File: src/rtl/core/assert_macros.svh
// ----------------------------------------------------------------------------
// Assertion macros
// Shared concurrent assertion forms, clocked on clk and disabled in reset.
// ----------------------------------------------------------------------------
`ifndef ASSERT_MACROS_SVH
`define ASSERT_MACROS_SVH

// Consequent must hold in the same cycle as the antecedent.
`define ASSERT_IMPLIES(label, ante, cons) \
	label: assert property (@(posedge clk) disable iff (!arst_n) (ante) |-> (cons)) \
		else $error("assertion failed: same-cycle implication");

// Consequent must hold in the cycle after the antecedent.
`define ASSERT_NEXT(label, ante, cons) \
	label: assert property (@(posedge clk) disable iff (!arst_n) (ante) |=> (cons)) \
		else $error("assertion failed: next-cycle implication");

// Condition must never be true.
`define ASSERT_NEVER(label, cond) \
	label: assert property (@(posedge clk) disable iff (!arst_n) !(cond)) \
		else $error("assertion failed: forbidden condition");

`endif

File: src/rtl/core/tmpc_pkg.sv
// ----------------------------------------------------------------------------
// tmpc_pkg
// Types, codes and arithmetic helpers of the teleoperation mode and clutch core.
// ----------------------------------------------------------------------------
package tmpc_pkg;

	localparam int POSE_BITS = 32;
	localparam int AXES      = 6;
	localparam int AXIS_BITS = $clog2(AXES);
	localparam int EV_BITS   = 4;
	localparam int MODE_BITS = 3;
	localparam int CFG_IDX_BITS = 3;

	localparam logic [AXIS_BITS-1:0] LAST_AXIS = AXIS_BITS'(AXES - 1);

	localparam int IN_RAW_BITS    = EV_BITS + AXES * POSE_BITS;
	localparam int IN_TDATA_BITS  = ((IN_RAW_BITS + 7) / 8) * 8;
	localparam int OUT_RAW_BITS   = 2 * MODE_BITS + EV_BITS + AXES * POSE_BITS;
	localparam int OUT_TDATA_BITS = ((OUT_RAW_BITS + 7) / 8) * 8;

	typedef logic signed [POSE_BITS-1:0] pose_t;
	typedef pose_t [AXES-1:0] pose_vec_t;

	localparam pose_t POSE_MAX = {1'b0, {(POSE_BITS-1){1'b1}}};
	localparam pose_t POSE_MIN = {1'b1, {(POSE_BITS-1){1'b0}}};

	typedef enum logic [MODE_BITS-1:0] {
		MODE_ENTRANCE  = 3'd0,
		MODE_READY     = 3'd1,
		MODE_INIT      = 3'd2,
		MODE_STOP      = 3'd3,
		MODE_RUN       = 3'd4,
		MODE_EMERGENCY = 3'd5,
		MODE_EXIT      = 3'd6
	} mode_t;

	localparam logic [EV_BITS-1:0] EV_NONE       = 4'd0;
	localparam logic [EV_BITS-1:0] EV_EXIT       = 4'd1;
	localparam logic [EV_BITS-1:0] EV_EMERGENCY  = 4'd2;
	localparam logic [EV_BITS-1:0] EV_START      = 4'd3;
	localparam logic [EV_BITS-1:0] EV_INIT       = 4'd4;
	localparam logic [EV_BITS-1:0] EV_STOP_START = 4'd5;
	localparam logic [EV_BITS-1:0] EV_STOP_STOP  = 4'd6;
	localparam logic [EV_BITS-1:0] EV_RUN_START  = 4'd7;
	localparam logic [EV_BITS-1:0] EV_RUN_STOP   = 4'd8;

	localparam logic [CFG_IDX_BITS-1:0] REG_ORIGIN_X     = 3'd0;
	localparam logic [CFG_IDX_BITS-1:0] REG_ORIGIN_YAW   = 3'd5;

	// One axis step handed to the clutch unit.
	typedef struct packed {
		logic                 valid;
		logic [AXIS_BITS-1:0] axis;
		pose_t                cmd;
		mode_t                mode_now;
		mode_t                mode_before;
		logic [EV_BITS-1:0]   cause;
	} iss_t;

	// One finished axis coming back from the clutch unit.
	typedef struct packed {
		logic                 valid;
		logic [AXIS_BITS-1:0] axis;
		pose_t                value;
		mode_t                mode_now;
		mode_t                mode_before;
		logic [EV_BITS-1:0]   cause;
	} res_t;

	typedef struct packed {
		pose_t hold;
		pose_t off;
	} clutch_entry_t;

	function automatic pose_t sat_sub(pose_t a, pose_t b);
		logic signed [POSE_BITS:0] d;
		pose_t r;
		d = {a[POSE_BITS-1], a} - {b[POSE_BITS-1], b};
		if (d[POSE_BITS] != d[POSE_BITS-1]) begin
			r = d[POSE_BITS] ? POSE_MIN : POSE_MAX;
		end else begin
			r = d[POSE_BITS-1:0];
		end
		return r;
	endfunction

endpackage

File: src/rtl/core/tmpc_clutch.sv
// ----------------------------------------------------------------------------
// tmpc_clutch
// Per-axis clutch: reads hold pose and offset from a six-entry memory, forms
// the slave target for the axis and writes the entry back in the next cycle.
// ----------------------------------------------------------------------------
`include "assert_macros.svh"

module tmpc_clutch
	import tmpc_pkg::*;
(
	input  logic      clk,
	input  logic      arst_n,
	input  iss_t      iss,
	input  pose_vec_t origin,
	output res_t      res
);

	clutch_entry_t mem_q [AXES];
	logic [AXES-1:0] vld_q;

	logic                 v_s2;
	logic [AXIS_BITS-1:0] axis_s2;
	pose_t                cmd_s2;
	mode_t                mode_s2;
	mode_t                before_s2;
	logic [EV_BITS-1:0]   cause_s2;
	clutch_entry_t        rd_s2;
	logic                 vld_s2;

	pose_t         hold;
	pose_t         off;
	pose_t         off_new;
	pose_t         off_use;
	pose_t         r_sub;
	pose_t         result;
	clutch_entry_t wr;

	always_ff @(posedge clk or negedge arst_n) begin
		if (!arst_n) begin
			v_s2 <= 1'b0;
		end else begin
			v_s2 <= iss.valid;
		end
	end

	always_ff @(posedge clk) begin
		if (iss.valid) begin
			axis_s2   <= iss.axis;
			cmd_s2    <= iss.cmd;
			mode_s2   <= iss.mode_now;
			before_s2 <= iss.mode_before;
			cause_s2  <= iss.cause;
			vld_s2    <= vld_q[iss.axis];
		end
	end

	// Synchronous memory: registered read, write-back from stage two.
	always_ff @(posedge clk) begin
		if (iss.valid) begin
			rd_s2 <= mem_q[iss.axis];
		end
		if (v_s2) begin
			mem_q[axis_s2] <= wr;
		end
	end

	// An entry never written reads as the zero reset pose.
	always_ff @(posedge clk or negedge arst_n) begin
		if (!arst_n) begin
			vld_q <= '0;
		end else if (v_s2) begin
			vld_q[axis_s2] <= 1'b1;
		end
	end

	always_comb begin
		hold    = vld_s2 ? rd_s2.hold : '0;
		off     = vld_s2 ? rd_s2.off  : '0;
		off_new = sat_sub(cmd_s2, hold);
		off_use = (mode_s2 == MODE_RUN && before_s2 == MODE_STOP) ? off_new : off;
		r_sub   = sat_sub(cmd_s2, off_use);
		wr.hold = hold;
		wr.off  = off;
		result  = cmd_s2;
		if (mode_s2 == MODE_INIT) begin
			wr.hold = origin[axis_s2];
			result  = origin[axis_s2];
		end else if (mode_s2 == MODE_RUN && before_s2 == MODE_STOP) begin
			wr.off = off_new;
			result = r_sub;
		end else if (mode_s2 == MODE_RUN && before_s2 == MODE_RUN) begin
			result = r_sub;
		end else if (mode_s2 == MODE_STOP && before_s2 == MODE_RUN) begin
			result  = r_sub;
			wr.hold = r_sub;
		end else if (mode_s2 == MODE_STOP &&
				(before_s2 == MODE_STOP || before_s2 == MODE_INIT)) begin
			result = hold;
		end
	end

	assign res.valid       = v_s2;
	assign res.axis        = axis_s2;
	assign res.value       = result;
	assign res.mode_now    = mode_s2;
	assign res.mode_before = before_s2;
	assign res.cause       = cause_s2;

	// Reads and write-backs of one entry must never overlap.
	`ASSERT_NEVER(a_rw_collision, iss.valid && v_s2 && iss.axis == axis_s2)
	`ASSERT_IMPLIES(a_axis_range, iss.valid, iss.axis <= LAST_AXIS)
	`ASSERT_NEXT(a_entry_valid, v_s2, vld_q[$past(axis_s2)])

endmodule

File: src/rtl/core/teleop_mode_fsm_with_pose_clutch_core.sv
// ----------------------------------------------------------------------------
// teleop_mode_fsm_with_pose_clutch_core
// Seven-state teleoperation mode machine with a six-axis saturating clutch.
// ----------------------------------------------------------------------------
// Path: an accepted beat goes to the work registers, then axis by axis through
// the single clutch read port to the assembly and output registers. A new beat
// is taken as the last axis issues; its axis zero waits for a free assembly register.
// Reset: all control state, mode registers and origin registers clear at once;
// clutch memory entries read as zero until first written, with no clearing pass.
`include "assert_macros.svh"

module teleop_mode_fsm_with_pose_clutch_core
	import tmpc_pkg::*;
(
	input  logic                      clk,
	input  logic                      arst_n,
	input  logic                      s_axis_tvalid,
	output logic                      s_axis_tready,
	// event_code, cmd_x, cmd_y, cmd_z, cmd_roll, cmd_pitch, cmd_yaw, zero fill
	input  logic [IN_TDATA_BITS-1:0]  s_axis_tdata,
	output logic                      m_axis_tvalid,
	input  logic                      m_axis_tready,
	// mode_now, mode_before, cause_event, out_x, out_y, out_z, out_roll,
	// out_pitch, out_yaw, zero fill
	output logic [OUT_TDATA_BITS-1:0] m_axis_tdata,
	input  logic                      cfg_we,
	input  logic [CFG_IDX_BITS-1:0]   cfg_index,
	input  logic [POSE_BITS-1:0]      cfg_wdata
);

	pose_vec_t origin_q;

	mode_t              mode_q;
	mode_t              prev_q;
	logic [EV_BITS-1:0] latch_q;
	logic               pend_q;
	mode_t              mode_d;
	mode_t              prev_d;
	logic [EV_BITS-1:0] latch_d;
	logic               pend_d;

	logic               accept;
	logic [EV_BITS-1:0] ev;
	pose_vec_t          cmd_in;

	pose_vec_t            work_cmd_q;
	mode_t                work_mode_q;
	mode_t                work_before_q;
	logic [EV_BITS-1:0]   work_cause_q;
	logic                 busy_q;
	logic [AXIS_BITS-1:0] cnt_q;

	iss_t iss;
	res_t res;

	pose_vec_t          asm_pose_q;
	mode_t              asm_mode_q;
	mode_t              asm_before_q;
	logic [EV_BITS-1:0] asm_cause_q;
	logic               asm_full_q;
	logic               move;
	logic               issue0_ok;

	pose_vec_t          out_pose_q;
	mode_t              out_mode_q;
	mode_t              out_before_q;
	logic [EV_BITS-1:0] out_cause_q;
	logic               m_valid_q;

	// Configuration.
	always_ff @(posedge clk or negedge arst_n) begin
		if (!arst_n) begin
			origin_q <= '0;
		end else if (cfg_we && cfg_index inside {[REG_ORIGIN_X:REG_ORIGIN_YAW]}) begin
			origin_q[cfg_index] <= cfg_wdata;
		end
	end

	// Input unpacking.
	assign ev = s_axis_tdata[EV_BITS-1:0];
	always_comb begin
		for (int a = 0; a < AXES; a++) begin
			cmd_in[a] = s_axis_tdata[EV_BITS + a*POSE_BITS +: POSE_BITS];
		end
	end

	assign s_axis_tready = !busy_q || cnt_q == LAST_AXIS;
	assign accept        = s_axis_tvalid && s_axis_tready;

	// Mode machine: next state. Exit and emergency win over every other rule.
	always_comb begin
		mode_d = mode_q;
		case (ev)
			EV_EXIT:      mode_d = MODE_EXIT;
			EV_EMERGENCY: mode_d = MODE_EMERGENCY;
			EV_START: begin
				if (mode_q inside {MODE_ENTRANCE, MODE_EMERGENCY}) mode_d = MODE_READY;
			end
			EV_INIT: begin
				if (mode_q inside {MODE_READY, MODE_EMERGENCY}) mode_d = MODE_INIT;
			end
			EV_STOP_START: begin
				if (mode_q inside {MODE_INIT, MODE_EMERGENCY}) mode_d = MODE_STOP;
			end
			EV_STOP_STOP: begin
				if (mode_q inside {MODE_STOP, MODE_EMERGENCY}) mode_d = MODE_READY;
			end
			EV_RUN_START: begin
				if (mode_q == MODE_STOP) mode_d = MODE_RUN;
			end
			EV_RUN_STOP: begin
				if (mode_q inside {MODE_RUN, MODE_EMERGENCY}) mode_d = MODE_STOP;
			end
			default: mode_d = mode_q;
		endcase
	end

	// Mode machine: reported previous mode and cause. The tick after a change
	// latches once more, then the report holds.
	always_comb begin
		prev_d  = prev_q;
		latch_d = latch_q;
		pend_d  = pend_q;
		if (mode_d != mode_q) begin
			prev_d  = mode_q;
			latch_d = ev;
			pend_d  = 1'b1;
		end else if (pend_q) begin
			prev_d  = mode_q;
			latch_d = ev;
			pend_d  = 1'b0;
		end
	end

	always_ff @(posedge clk or negedge arst_n) begin
		if (!arst_n) begin
			mode_q  <= MODE_ENTRANCE;
			prev_q  <= MODE_ENTRANCE;
			latch_q <= EV_START;
			pend_q  <= 1'b0;
		end else if (accept) begin
			mode_q  <= mode_d;
			prev_q  <= prev_d;
			latch_q <= latch_d;
			pend_q  <= pend_d;
		end
	end

	always_ff @(posedge clk) begin
		if (accept) begin
			work_cmd_q    <= cmd_in;
			work_mode_q   <= mode_d;
			work_before_q <= prev_d;
			work_cause_q  <= latch_d;
		end
	end

	// Axis sequencer. Axis zero of a new beat waits until the assembly
	// register will be free when its result lands.
	assign move      = asm_full_q && (!m_valid_q || m_axis_tready);
	assign issue0_ok = !(res.valid && res.axis == LAST_AXIS) && (!asm_full_q || move);

	always_comb begin
		iss.valid       = busy_q && (cnt_q != '0 || issue0_ok);
		iss.axis        = cnt_q;
		iss.cmd         = work_cmd_q[cnt_q];
		iss.mode_now    = work_mode_q;
		iss.mode_before = work_before_q;
		iss.cause       = work_cause_q;
	end

	always_ff @(posedge clk or negedge arst_n) begin
		if (!arst_n) begin
			busy_q <= 1'b0;
			cnt_q  <= '0;
		end else if (iss.valid) begin
			if (cnt_q == LAST_AXIS) begin
				cnt_q  <= '0;
				busy_q <= accept;
			end else begin
				cnt_q <= cnt_q + 1'b1;
			end
		end else if (!busy_q && accept) begin
			busy_q <= 1'b1;
			cnt_q  <= '0;
		end
	end

	tmpc_clutch u_clutch (
		.clk    (clk),
		.arst_n (arst_n),
		.iss    (iss),
		.origin (origin_q),
		.res    (res)
	);

	// Result assembly and output register.
	always_ff @(posedge clk) begin
		if (res.valid) begin
			asm_pose_q[res.axis] <= res.value;
			asm_mode_q           <= res.mode_now;
			asm_before_q         <= res.mode_before;
			asm_cause_q          <= res.cause;
		end
		if (move) begin
			out_pose_q   <= asm_pose_q;
			out_mode_q   <= asm_mode_q;
			out_before_q <= asm_before_q;
			out_cause_q  <= asm_cause_q;
		end
	end

	always_ff @(posedge clk or negedge arst_n) begin
		if (!arst_n) begin
			asm_full_q <= 1'b0;
			m_valid_q  <= 1'b0;
		end else begin
			if (res.valid && res.axis == LAST_AXIS) begin
				asm_full_q <= 1'b1;
			end else if (move) begin
				asm_full_q <= 1'b0;
			end
			if (move) begin
				m_valid_q <= 1'b1;
			end else if (m_axis_tready) begin
				m_valid_q <= 1'b0;
			end
		end
	end

	assign m_axis_tvalid = m_valid_q;
	assign m_axis_tdata  = OUT_TDATA_BITS'({out_pose_q, out_cause_q, out_before_q, out_mode_q});

	// A new beat's first axis never lands on a still-full assembly register.
	`ASSERT_IMPLIES(a_asm_free, res.valid && res.axis == '0, !asm_full_q)
	`ASSERT_NEXT(a_asm_filled, res.valid && res.axis == LAST_AXIS, asm_full_q)
	`ASSERT_IMPLIES(a_issue_busy, iss.valid, busy_q)

endmodule
File: config.mk
export PLATFORM = sky130hd
export DESIGN_NAME = teleop_mode_fsm_with_pose_clutch_core
export DESIGN_NICKNAME = d
export VERILOG_FILES = /design/src/rtl/core/tmpc_pkg.sv /design/src/rtl/core/tmpc_clutch.sv /design/src/rtl/core/teleop_mode_fsm_with_pose_clutch_core.sv
export VERILOG_INCLUDE_DIRS = /design/src /design/src/rtl/core
export SDC_FILE = /design/constraint.sdc
export NUM_CORES = 2
export LEC_CHECK = 0
export BUFFER_PORTS_ARGS = -buffer_cell sky130_fd_sc_hd__buf_2
export CORE_ASPECT_RATIO = 0.6
export CORE_MARGIN = 4
export CORE_UTILIZATION = 40
export CTS_BUF_LIST = sky130_fd_sc_hd__clkbuf_8
export DETAILED_ROUTE_END_ITERATION = 10
export PLACE_DENSITY = 0.63
export SLEW_MARGIN = 20
export SYNTH_ARGS = -nofsm -noshare
export SYNTH_HDL_FRONTEND = slang
export SYNTH_SLANG_ARGS = --single-unit
File: constraint.sdc
create_clock -name clk -period 15.4 [get_ports clk]
set_input_delay 3.08 -clock clk [delete_from_list [all_inputs] [get_ports clk]]
set_output_delay 3.08 -clock clk [all_outputs]
set_load 0.01 [all_outputs]
==> results.md <==
* Largest net degree at the start of global routing at 159
* Reg area at 38450 sq um
* Cts hold-fix bufs at 0
* Slew headroom at 0.1875
* Yosys top cell area share at 0.6165
* Via density at 5.450
* Post-cts sizing count at 0
* End of the worst register-to-register path: asm_pose_q[54]$_DFFE_PP_
* Drt total wl at 143.4 mm
* Comb power frac at 0.403
* Power Density at 238.0 nW/um^2
* Clock Latency Late Sink at 900 ps
* Power share of the clock group at 0.179
* CP Launch Type: flop
* Async S/R FF share, synth at 0.1641
* Final setup viols at 0
* Final Cycle Share at 0.6179
* Clk_skew at 53.29 ps
* Clk buf depth at 3
* Worst vdd ir at 148.4 uV
* Clk sinks at 1316
* Slowest-stage cell, CP: o221ai_1
* Total GRT Usage at 0.2009
* Layout fillers at 11.67k
* Setup Buffers After CTS at 0
* Synth cell types at 89
* Final net count at 4257
* RSZ-0062 raised after global routing: false
* Vias in the first global route at 31.12k
* Chip Height at 291.5 um
* F_max at 0.1051 GHz
* Worst setup EP type: flop
* R2r worst-path depth at 27
* Port bufs at 439
* Setup slack, reg-to-reg at 5880 ps
* Top cells by area, synth: edfxtp_1, dfrtp_1, mux2_2
* Pleak at 22.41 nW
* WL per Instance at 24.32 um
* # DRC at 0
* Cell area after synthesis at 53580 sq um
* GR Util met1 at 0.3054
* Detailed Place HPWL at 93.47 mm
* Die area at 140100 sq um
* Synth Flop Type: edfxtp_1
* Met3 Use GR at 0.05178
* Slew Limit Fails at 0
* Placement row count at 103
* Post-synthesis sequential area ratio at 0.7174
* WS Path Type: reg -> reg
* TritonCTS clock tree: done
* Slew at the pin closest to its max-slew limit at 1206 ps
* DRT iter0 DRCs at 3276
* Drt first pass iters at 6
* Total grt overflow at 0
* Sw Ratio at 0.4007
* H-tree depth at 4
* Num CTS Buffers at 191
* Peak per-stage delay on the critical path at 840 ps
* Hold Path Class: reg -> reg
* Final hold violations at 0
* Pint at 8.755 mW
* Synth warn at 0
* GRT met2 Usage at 0.2867
* Initial antenna violation count at 18
* Setup_tns at 0 ps
* Status: completed
* Post-Syn Instances at 3446
* Hold path start: asm_pose_q[67]$_DFFE_PP_
* Global-route wire length before repair at 208.7 mm
* Pre-CTS WS at 6049 ps
* Initial Utilization at 0.4052
* Crit path max fanout at 38
* Sw power at 5.854 mW
* Critical Path AT at 10060 ps
* Clock-pin slew on the worst setup and hold paths at 60 ps
* Avg Cell Area, Syn at 15.55 sq um
* Post-route minimum period at 9515 ps
* Most frequent cells in the layout: edfxtp_1, buf_2, nor2_1
* GPL Wtd Cong at 0.9313
* Top Ports at 450
* Commonest non-fill, non-tap cell in the layout: edfxtp_1
* # Max-Cap Violations at 0
* Vias at 32.15k
* Layout cells sized above 1 at 0.2599
* Req. time, crit path at 15940 ps
* Area Growth Syn to Fin at 14.59%
* Multi-input gate area at 14320 sq um
* Synth Register Bits at 1316
* Hold Crit Depth at 0
* Post-synth EDFFs at 1100
* GRT Max-Usage Layer: met1
* Setup WS post-layout at 5885 ps
* Origin of the critical flop-to-flop path: u_clutch.vld_s2$_DFFE_PP_
* Die width at 480.5 um
* Hold endpoint: m_axis_tdata[77]$_DFFE_PP_
* Core area at 132200 sq um
* Sequential fraction of design power at 0.418
* Antenna Nets Post-Route at 0
* Yosys top cell by area: edfxtp_1
* CTS Root Cell: clkbuf_8
==> cell families (layout without fill, tap and decap cells) <==
kind of cell,count (synthesis),in the layout,synth area share
and+or+nand+nor,629,629,0.05201
DFF,1316,1316,0.7174
buffers and inverters,229,880,0.01709
adders and majority gates,66,66,0.01569
AOI/OAI and AO/OA,715,715,0.08748
muxes,438,438,0.1017
xor gates and xnor gates,52,52,0.008500
other,1,17,0.00006999
==> state kept, by name, summed over array words and instances, names as in the netlist, 4 cells and up <==
register           cells
u_clutch.cmd_s2       32
origin_q             192
u_clutch.vld_q         6
u_clutch.rd_s2        64
m_axis_tdata         192
u_clutch.mem_q       384
out_cause_q            4
u_clutch.cause_s2      4
work_cmd_q           192
work_cause_q           4
latch_q                4
asm_cause_q            4
asm_pose_q           192
==> cells in the mapped netlist, types with 23 or more instances <==
| library cell | count |
|---|---|
| a21oi_1 | 211 |
| dfrtp_1 | 214 |
| xor2_1 | 23 |
| nand2_1 | 215 |
| inv_1 | 35 |
| o21ai_0 | 142 |
| edfxtp_1 | 1100 |
| mux4_2 | 64 |
| mux2i_1 | 162 |
| buf_1 | 32 |
| o221ai_1 | 48 |
| nor3_1 | 31 |
| a211oi_1 | 24 |
| clkbuf_1 | 146 |
| nor2_1 | 245 |
| o211ai_1 | 58 |
| o22ai_1 | 38 |
| ha_1 | 64 |
| a32oi_1 | 36 |
| xnor2_1 | 29 |
| mux2_2 | 212 |
==> critical path, delay by kind of cell (launching register included) <==
kind / cells / cell delay (ps)
fa+ha+maj: 4 / 1020
buf+inv: 6 / 1310
flops: 1 / 320
simple gates: 6 / 1870
compound gates: 11 / 4580
==> per-layer routing <==
| layer | routed length, um | part of all wire | up-vias |
|---|---|---|---|
| met5 | 77 | 0.00054 | - |
| met3 | 11290 | 0.079 | 190 |
| met1 | 67690 | 0.47 | 16341 |
| met2 | 61880 | 0.43 | 1164 |
| li1 | - | - | 14440 |
| met4 | 2500 | 0.017 | 12 |
==> worst max path at each step <==
stage	slack, ps	to	from	cells after the start
after floorplan	4680	cnt_q[0]$_DFFE_PN0P_	u_clutch.v_s2$_DFF_PN0_	5
after global placement	6160	asm_pose_q[157]$_DFFE_PP_	u_clutch.vld_s2$_DFFE_PP_	27
after detailed placement	6050	asm_pose_q[157]$_DFFE_PP_	u_clutch.vld_s2$_DFFE_PP_	27
after CTS	6020	asm_pose_q[125]$_DFFE_PP_	u_clutch.vld_s2$_DFFE_PP_	27
after global routing	5450	asm_pose_q[118]$_DFFE_PP_	u_clutch.vld_s2$_DFFE_PP_	27
final	5880	asm_pose_q[54]$_DFFE_PP_	u_clutch.vld_s2$_DFFE_PP_	27
==> layout make-up <==
cell class | count | share of cell area
Sequential cell | 1316 | 0.6263
Multi-Input combinational cell | 1906 | 0.2333
Timing Repair Buffer | 500 | 0.04408
Clock buffer | 194 | 0.04349
Tap cell | 1785 | 0.03638
Clock inverter | 150 | 0.01367
Inverter | 36 | 0.002344
Antenna cell | 11 | 0.0004484
==> per-stage QoR <==
step / util / cells / power [mW] / area [sq um] / hold WS, ps
2_1_floorplan: - / 3451 / 9.896 / 53600 / 400.3
3_3_place_gp: 0.4374 / 5542 / 11.88 / 57840 / 400.7
3_5_place_dp: 0.4375 / 5542 / 11.96 / 57850 / 404.5
4_1_cts: 0.4640 / 5886 / 14.62 / 61360 / 386.1
5_1_grt: 0.4643 / 5896 / 15.45 / 61390 / 397.3
6_report: 0.4643 / 5898 / 14.61 / 61390 / 397.5
==> power by group through the flow <==
stage / clock network, mW / registers [mW] / logic (mW)
finish: 2.61 / 6.11 / 5.89
global route: 2.86 / 6.20 / 6.40
CTS: 2.69 / 6.11 / 5.82
detailed placement: 0 / 6.17 / 5.79
global placement: 0 / 6.14 / 5.74
floorplan: 0 / 6.04 / 3.86
Note: power is estimated with default switching activity, not from simulation.
